==> src/rtl/wewd_pkg.sv <==
// shared types and constants for the window extremum event detector
// no dependencies

package wewd_pkg;

    localparam int SAMPLE_W   = 16;
    localparam int KIND_W     = 2;
    localparam int WLEN_W     = 6;
    localparam int THR_W      = 15;
    localparam int CFG_DATA_W = 15;
    localparam int CFG_IDX_W  = 1;
    // wide enough for any window length the block supports (up to 63)
    localparam int LEN_W      = 7;

    localparam logic [CFG_IDX_W-1:0] REG_WINDOW_LEN      = 1'b0;
    localparam logic [CFG_IDX_W-1:0] REG_DEPTH_THRESHOLD = 1'b1;

    localparam logic [WLEN_W-1:0] WINDOW_LEN_RESET      = 6'd9;
    localparam logic [THR_W-1:0]  DEPTH_THRESHOLD_RESET = 15'd50;
    localparam logic [LEN_W-1:0]  MIN_LEN               = 7'd3;

    localparam logic [KIND_W-1:0] EVT_NONE   = 2'd0;
    localparam logic [KIND_W-1:0] EVT_RIDGE  = 2'd1;
    localparam logic [KIND_W-1:0] EVT_VALLEY = 2'd2;

    typedef struct packed {
        logic signed [SAMPLE_W-1:0] vmax;
        logic signed [SAMPLE_W-1:0] vmin;
        logic                       lowest;
        logic                       highest;
    } probe_t;

    typedef struct packed {
        logic signed [SAMPLE_W-1:0] vm;
        logic [LEN_W-1:0]           len;
        logic [LEN_W-1:0]           mid;
    } scan_ctl_t;

endpackage

==> src/rtl/wewd_cell.sv <==
// one cell of the sample chain: holds one sample and folds it into the passing probe
// depends on wewd_pkg

module wewd_cell #(
    parameter int CELL_INDEX = 0
) (
    input  logic                                clk,
    input  logic                                shift_en,
    input  logic                                adv_en,
    input  logic signed [wewd_pkg::SAMPLE_W-1:0] sample_in,
    input  wewd_pkg::probe_t                    probe_in,
    input  wewd_pkg::scan_ctl_t                 ctl,
    output logic signed [wewd_pkg::SAMPLE_W-1:0] sample_out,
    output wewd_pkg::probe_t                    probe_out
);

    logic signed [wewd_pkg::SAMPLE_W-1:0] sample_reg;
    wewd_pkg::probe_t                     probe_reg;
    wewd_pkg::probe_t                     probe_next;
    logic                                 in_window;

    assign in_window = (wewd_pkg::LEN_W'(CELL_INDEX) < ctl.len)
                    && (wewd_pkg::LEN_W'(CELL_INDEX) != ctl.mid);

    always_comb
    begin
        probe_next = probe_in;
        if (in_window)
        begin
            if (sample_reg > probe_in.vmax)
                probe_next.vmax = sample_reg;
            if (sample_reg < probe_in.vmin)
                probe_next.vmin = sample_reg;
            if (sample_reg <= ctl.vm)
                probe_next.lowest = 1'b0;
            if (sample_reg >= ctl.vm)
                probe_next.highest = 1'b0;
        end
    end

    always_ff @(posedge clk)
    begin
        if (shift_en)
            sample_reg <= sample_in;
        if (adv_en)
            probe_reg <= probe_next;
    end

    assign sample_out = sample_reg;
    assign probe_out  = probe_reg;

endmodule

==> src/rtl/window_extremum_event_detector_core.sv <==
// top level of the window extremum event detector: cell chain, sequencer, output register
// depends on wewd_pkg and wewd_cell

// Each transferred sample enters a shift chain of MAX_WINDOW cells, newest in cell 0.
// The block then latches the middle sample and walks a probe down the whole chain, one
// cell per cycle, gathering window maximum, minimum and the strict-extremum flags. No
// new sample is taken until the scan is done and the result has gone to the output
// register, which waits while a previous result still sits there under an output
// stall. Every sample yields exactly one result. Window length is clamped to
// 3..MAX_WINDOW; until that many samples have been seen the result is no event with a
// zero middle value.

module window_extremum_event_detector_core #(
    parameter int MAX_WINDOW = 32
) (
    input  logic                                 clk,
    input  logic                                 rst_n,
    input  logic                                 cfg_wr_en,
    input  logic [wewd_pkg::CFG_IDX_W-1:0]       cfg_index,
    input  logic [wewd_pkg::CFG_DATA_W-1:0]      cfg_wr_data,
    input  logic                                 in_valid,
    output logic                                 in_stall,
    input  logic signed [wewd_pkg::SAMPLE_W-1:0] height_sample,
    output logic                                 out_valid,
    input  logic                                 out_stall,
    output logic [wewd_pkg::KIND_W-1:0]          event_kind,
    output logic signed [wewd_pkg::SAMPLE_W-1:0] middle_value
);

    localparam int IDX_W = $clog2(MAX_WINDOW);
    localparam int LEN_W = wewd_pkg::LEN_W;
    localparam int SW    = wewd_pkg::SAMPLE_W;

    typedef enum logic [3:0] {
        S_IDLE = 4'b0001,
        S_LOAD = 4'b0010,
        S_SCAN = 4'b0100,
        S_DONE = 4'b1000
    } state_t;

    state_t state_reg, state_next;

    logic [wewd_pkg::WLEN_W-1:0] window_len_reg;
    logic [wewd_pkg::THR_W-1:0]  depth_threshold_reg;
    logic [LEN_W-1:0]            fill_reg, fill_next;
    logic [LEN_W-1:0]            eff_len;
    logic [LEN_W-1:0]            len_reg;
    logic                        full_reg;
    logic [IDX_W-1:0]            cnt_reg;
    logic signed [SW-1:0]        vm_reg;

    logic                        out_valid_reg;
    logic [wewd_pkg::KIND_W-1:0] kind_reg;
    logic signed [SW-1:0]        mid_val_reg;

    logic                        in_xfer;
    logic                        out_free;
    logic                        shift_en;
    logic                        adv_en;
    wewd_pkg::scan_ctl_t         ctl;
    wewd_pkg::probe_t            probe_init;
    wewd_pkg::probe_t            probe_last;

    logic signed [SW-1:0]        sample_chain [MAX_WINDOW];
    wewd_pkg::probe_t            probe_chain  [MAX_WINDOW];

    logic signed [SW:0]          rise_above;
    logic signed [SW:0]          drop_below;
    logic signed [SW:0]          thr_ext;
    logic                        is_ridge;
    logic                        is_valley;
    logic [wewd_pkg::KIND_W-1:0] kind_next;
    logic signed [SW-1:0]        mid_val_next;

    assign in_xfer  = in_valid && !in_stall;
    assign in_stall = (state_reg != S_IDLE);
    assign out_free = !out_valid_reg || !out_stall;
    assign shift_en = in_xfer;
    assign adv_en   = (state_reg == S_SCAN);

    // clamp to 3..MAX_WINDOW
    always_comb
    begin
        if (LEN_W'(window_len_reg) < wewd_pkg::MIN_LEN)
            eff_len = wewd_pkg::MIN_LEN;
        else if (LEN_W'(window_len_reg) > LEN_W'(MAX_WINDOW))
            eff_len = LEN_W'(MAX_WINDOW);
        else
            eff_len = LEN_W'(window_len_reg);
    end

    assign fill_next = (fill_reg < eff_len) ? fill_reg + LEN_W'(1) : fill_reg;

    assign ctl.vm  = vm_reg;
    assign ctl.len = len_reg;
    assign ctl.mid = len_reg >> 1;

    assign probe_init.vmax    = vm_reg;
    assign probe_init.vmin    = vm_reg;
    assign probe_init.lowest  = 1'b1;
    assign probe_init.highest = 1'b1;

    genvar g;
    generate
        for (g = 0; g < MAX_WINDOW; g++)
        begin : g_cell
            if (g == 0)
            begin : g_head
                wewd_cell #(
                    .CELL_INDEX (g)
                ) u_cell (
                    .clk        (clk),
                    .shift_en   (shift_en),
                    .adv_en     (adv_en),
                    .sample_in  (height_sample),
                    .probe_in   (probe_init),
                    .ctl        (ctl),
                    .sample_out (sample_chain[g]),
                    .probe_out  (probe_chain[g])
                );
            end
            else
            begin : g_body
                wewd_cell #(
                    .CELL_INDEX (g)
                ) u_cell (
                    .clk        (clk),
                    .shift_en   (shift_en),
                    .adv_en     (adv_en),
                    .sample_in  (sample_chain[g-1]),
                    .probe_in   (probe_chain[g-1]),
                    .ctl        (ctl),
                    .sample_out (sample_chain[g]),
                    .probe_out  (probe_chain[g])
                );
            end
        end
    endgenerate

    assign probe_last = probe_chain[MAX_WINDOW-1];

    assign rise_above = (SW+1)'(probe_last.vmax) - (SW+1)'(vm_reg);
    assign drop_below = (SW+1)'(vm_reg) - (SW+1)'(probe_last.vmin);
    assign thr_ext    = signed'({2'b00, depth_threshold_reg});
    assign is_ridge   = full_reg && probe_last.lowest && (rise_above > thr_ext);
    assign is_valley  = full_reg && probe_last.highest && (drop_below > thr_ext);

    always_comb
    begin
        kind_next    = wewd_pkg::EVT_NONE;
        mid_val_next = '0;
        if (is_ridge)
        begin
            kind_next    = wewd_pkg::EVT_RIDGE;
            mid_val_next = vm_reg;
        end
        else if (is_valley)
        begin
            kind_next    = wewd_pkg::EVT_VALLEY;
            mid_val_next = vm_reg;
        end
    end

    always_comb
    begin
        state_next = state_reg;
        unique case (state_reg)
            S_IDLE:
            begin
                if (in_xfer)
                    state_next = S_LOAD;
            end
            S_LOAD:
                state_next = S_SCAN;
            S_SCAN:
            begin
                if (cnt_reg == IDX_W'(MAX_WINDOW - 1))
                    state_next = S_DONE;
            end
            S_DONE:
            begin
                if (out_free)
                    state_next = S_IDLE;
            end
            default:
                state_next = S_IDLE;
        endcase
    end

    always_ff @(posedge clk or negedge rst_n)
    begin
        if (!rst_n)
        begin
            state_reg           <= S_IDLE;
            window_len_reg      <= wewd_pkg::WINDOW_LEN_RESET;
            depth_threshold_reg <= wewd_pkg::DEPTH_THRESHOLD_RESET;
            fill_reg            <= '0;
            full_reg            <= 1'b0;
            len_reg             <= wewd_pkg::MIN_LEN;
            cnt_reg             <= '0;
            out_valid_reg       <= 1'b0;
        end
        else
        begin
            state_reg <= state_next;

            if (cfg_wr_en)
            begin
                unique case (cfg_index)
                    wewd_pkg::REG_WINDOW_LEN:
                        window_len_reg <= cfg_wr_data[wewd_pkg::WLEN_W-1:0];
                    wewd_pkg::REG_DEPTH_THRESHOLD:
                        depth_threshold_reg <= cfg_wr_data[wewd_pkg::THR_W-1:0];
                    default:
                        ;
                endcase
            end

            if (in_xfer)
            begin
                fill_reg <= fill_next;
                full_reg <= (fill_next >= eff_len);
                len_reg  <= eff_len;
            end

            if (state_reg == S_SCAN)
                cnt_reg <= cnt_reg + IDX_W'(1);
            else
                cnt_reg <= '0;

            if ((state_reg == S_DONE) && out_free)
                out_valid_reg <= 1'b1;
            else if (!out_stall)
                out_valid_reg <= 1'b0;
        end
    end

    // payload registers
    always_ff @(posedge clk)
    begin
        if (state_reg == S_LOAD)
            vm_reg <= sample_chain[ctl.mid[IDX_W-1:0]];
        if ((state_reg == S_DONE) && out_free)
        begin
            kind_reg    <= kind_next;
            mid_val_reg <= mid_val_next;
        end
    end

    assign out_valid    = out_valid_reg;
    assign event_kind   = kind_reg;
    assign middle_value = mid_val_reg;

endmodule

==> config.mk <==
export PLATFORM = sky130hd
export DESIGN_NAME = window_extremum_event_detector_core
export DESIGN_NICKNAME = d
export VERILOG_FILES = /design/src/rtl/wewd_pkg.sv /design/src/rtl/wewd_cell.sv /design/src/rtl/window_extremum_event_detector_core.sv
export SDC_FILE = /design/constraint.sdc
export NUM_CORES = 2
export LEC_CHECK = 0
export BUFFER_PORTS_ARGS = -buffer_cell sky130_fd_sc_hd__buf_2
export CORE_MARGIN = 2
export CORE_UTILIZATION = 65
export CTS_CLUSTER_DIAMETER = 80
export DETAILED_ROUTE_END_ITERATION = 12
export PLACE_DENSITY = 0.85
export SLEW_MARGIN = 5
export SYNTH_ARGS = -nofsm -noshare
export SYNTH_HDL_FRONTEND = slang
export SYNTH_HIERARCHICAL = 1
export SYNTH_SLANG_ARGS = --single-unit
==> constraint.sdc <==
create_clock -name clk -period 25.6 [get_ports clk]
set_input_delay 5.12 -clock clk [delete_from_list [all_inputs] [get_ports clk]]
set_output_delay 5.12 -clock clk [all_outputs]
set_load 0.005 [all_outputs]
==> results.md <==
- Status: complete, no violations
- Largest stage delay, worst path: about 0.90 ns
- Routed wire length: 353000 um
- Routed Antenna Nets: 0
- Number of fillers in the final layout: 11744
- Die H: about 430 um
- Worst setup path start: in_valid
- Internal Power: 7.84 mW
- Starting Density: about 65%
- CTS H-tree depth: 4
- Core box area: 178000 sq um
- Cts hold-fix bufs: 0
- Leakage power: 54.8 nW
- Crit-path max FO: 139
- CTS tree: done
- Minimum clock period: roughly 7.7 ns
- Tot GR Track Use: 38.2%
- Antenna violations before repair: 32
- Clock network fraction of design power: 20.9%
- Critical path endpoint: g_cell[13].g_body.u_cell/sample_out[6]$_DFFE_PP_
- Routability cong.: around 0.98
- Net Sw Frac: 39.7%
- Part of the Yosys area used for sequential elements: 43.0%
- Top Ports: 57
- Crit path kind: in -> reg
- Fraction of layout cells with a size suffix above 1: 17.6%
- CTS root buf: clkbuf_16
- Number of global-route vias before repair: 86603
- Top Family by Delay on Critical Path: buffers and inverters
- Avg WL per Cell: 28.3 um
- Total congestion overflow: 0
- Vias: between 80000 and 90000
- Psw: a little over 5 mW
- VDD IR max: 96.1 uV
- Final cell count without fillers: 12469
- Clk Latency, worst-skew pair: approximately 0.86 ns
- Final Hold Viols: 0
- Pwr/cell area: 104 nW/um^2
- Top_reg_cell synth: edfxtp_1
- Post-cts sizing count: 0
- Total clock sinks: 1679
- Share of the synthesized area in the top cell type: 42.1%
- Chip width: 428 um
- Largest area contributor in the netlist: edfxtp_1
- Slowest cell on crit path: buf_4
- DRT Pass-1 Iters: 8
- Worst Path Required: 26.06 ns
- Hpwl dp: 250000 um
- Largest net degree at the start of global routing: 140
- Mapped Area: 117000 sq um
- Crit-path cells: buf_2 > nand2_1 > inv_8 > buf_12 > buf_4
- Remaining DRCs: 0
- Max-slew headroom at the worst pin: 9.31%
- Crit path launch type: input port
- Max reg flops: ~1100
- Max-Cap Viols: 0
- R2R depth: 7
- Setup-failing EPs final: 0
- Die area: 183000 sq um
- Fraction of registers with async set or reset after synthesis: 2.68%
- Reg2Reg Setup Slack: 19.70 ns
- Slew Viols, Final: 0
- Drt initial violations: around 10000
- Vias per inst: 6.94
- Final worst path period share: between 20 and 30%
- Syn Area/Cell: roughly 12 sq um
- F_max: 131 MHz
- Combinational share of power: a little over two fifths
- Placed cells: 12135
- Worst R2R Start: state_reg[1]$_DFFE_PN0P_
- Yosys warnings: 6
- PortBufs: 56
- TritonCTS buffer count: 180
- Flops & latches, synth: 1679
- Endpoint class of the critical path: flop
- Slew of the pin with the lowest slew margin: 1.36 ns
- Cells after synthesis: between 9000 and 10000
- First-pass GRT wire length: 524000 um
- Post-layout nets: 11581
- Reg2reg end: g_cell[8].g_body.u_cell/probe_out[19]$_DFFE_PP_
- Area contributors post-synth: edfxtp_1, ha_1, mux2_2, inv_1, mux2_4
- Clk buf depth: 3
- Top cells by count, synth: inv_1, edfxtp_1, ha_1
- EDFF count, synth: 1634
- Postcts setup bufs: 0
- RSZ-0062 raised after global routing: false
- CTS clk-pin slew, worst paths: around 0.060 ns
- Post-Route Setup TNS: 0 ns
- CP arrival: 8.11 ns
- Most common cell in the netlist: inv_1
- Hold crit path type: reg -> reg
- Worst Path Buf+Inv: 4
- Crit path depth: 5
- Area Overhead vs Synth: 7.67%
- Worst-case clock skew: ~0.044 ns
- Sequential power share: 35.7%
- # rows: between 150 and 200
- Netlist cell types: 160
[area by class of cell]
cell class              count  area, sq um  area share (%)
diodes                      8         20.0          0.0159
clock buffers             209         4720            3.76
clock inverters           117         1310            1.04
inverters                1639         6170            4.91
multi-input cells        6314        59300            47.2
flip-flops and latches   1679        50200            40.0
well taps                2355         2950            2.35
repair buffers            148          983           0.783
[worst min path at each step]
| stage | start | to | slack, ns | depth (start not counted) |
|---|---|---|---|---|
| final | cnt_reg[0]$_DFF_PN0_ | cnt_reg[0]$_DFF_PN0_ | 0.48 | 1 |
| after global routing | cnt_reg[0]$_DFF_PN0_ | cnt_reg[0]$_DFF_PN0_ | 0.51 | 1 |
| after CTS | cnt_reg[0]$_DFF_PN0_ | cnt_reg[0]$_DFF_PN0_ | 0.48 | 1 |
| after global placement | cnt_reg[0]$_DFF_PN0_ | cnt_reg[0]$_DFF_PN0_ | 0.45 | 1 |
| after floorplan | cnt_reg[0]$_DFF_PN0_ | cnt_reg[0]$_DFF_PN0_ | 0.43 | 1 |
| after detailed placement | cnt_reg[0]$_DFF_PN0_ | cnt_reg[0]$_DFF_PN0_ | 0.47 | 1 |
[layer usage]
metal  track usage, %  share of wire [%]
met1             45.9                 35
met4             29.4                9.4
met2             60.1                 45
met5                0              0.058
met3             8.51                 11
[worst reg2reg max path, cell delays in order (launching register included)]
cell	delay, ns
dfrtp_1	0.41
nor2_1	0.23
nand2_1	0.25
inv_8	0.57
buf_4	0.96
buf_4	0.93
buf_4	1.02
buf_4	1.07
[kinds of logic (layout without fill, tap and decap cells)]
family	after synthesis	in the layout	synth area share (%)
other	2	111	0.00644
DFF	1679	1679	43.0
AOI/OAI and AO/OA	1708	1708	10.5
buffers and inverters	1848	2113	6.55
xor gates and xnor gates	36	36	0.270
adders and majority gates	1582	1582	17.0
muxes	1195	1195	14.4
and+or+nand+nor	1690	1690	8.23
[layout by cell type, fill, tap and decap left out, types with 33 or more instances in the layout]
cell type / netlist / routed
nor4_1: 48 / 48
ha_1: 1580 / 1579
mux2_2: 576 / 576
nand4_1: 341 / 341
a32o_1: 37 / 37
o21ai_0: 195 / 195
mux2_1: 36 / 36
clkbuf_16: 0 / 184
dfrtp_1: 37 / 33
o21a_1: 51 / 51
o31ai_1: 46 / 46
nand2b_1: 56 / 56
and4_1: 66 / 66
nor3_1: 85 / 84
a211o_1: 51 / 51
nand3_1: 145 / 145
a31oi_1: 63 / 63
nand2_1: 376 / 376
conb_1: 2 / 103
buf_2: 32 / 56
mux4_2: 160 / 160
o211ai_1: 95 / 95
a211oi_1: 59 / 58
inv_1: 1636 / 1634
and3_1: 33 / 33
buf_4: 9 / 91
a21o_1: 221 / 221
edfxtp_1: 1634 / 1634
nor2b_1: 95 / 95
a21oi_1: 513 / 513
nor2_1: 233 / 233
mux2_4: 388 / 388
[through the flow]
stage	area (sq um)	hold WS (ns)	total power, mW	setup slack [ns]	util, %
6_report	126000	0.475	13.0	17.94	70.4
5_1_grt	126000	0.514	13.5	17.79	70.4
4_1_cts	126000	0.477	12.8	18.08	70.4
3_5_place_dp	120000	0.468	10.0	17.17	67.0
3_3_place_gp	120000	0.448	9.70	17.32	67.0
2_1_floorplan	117000	0.433	8.60	2.58	-
[power by group through the flow]
stage | logic (mW) | clock network (mW) | registers [mW]
final | 5.66 | 2.71 | 4.64
after global routing | 6.03 | 2.82 | 4.63
after CTS | 5.49 | 2.72 | 4.58
after detailed placement | 5.42 | 0 | 4.62
after global placement | 5.10 | 0 | 4.61
after floorplan | 4.07 | 0 | 4.53
Note: power is estimated with default switching activity, not from simulation.
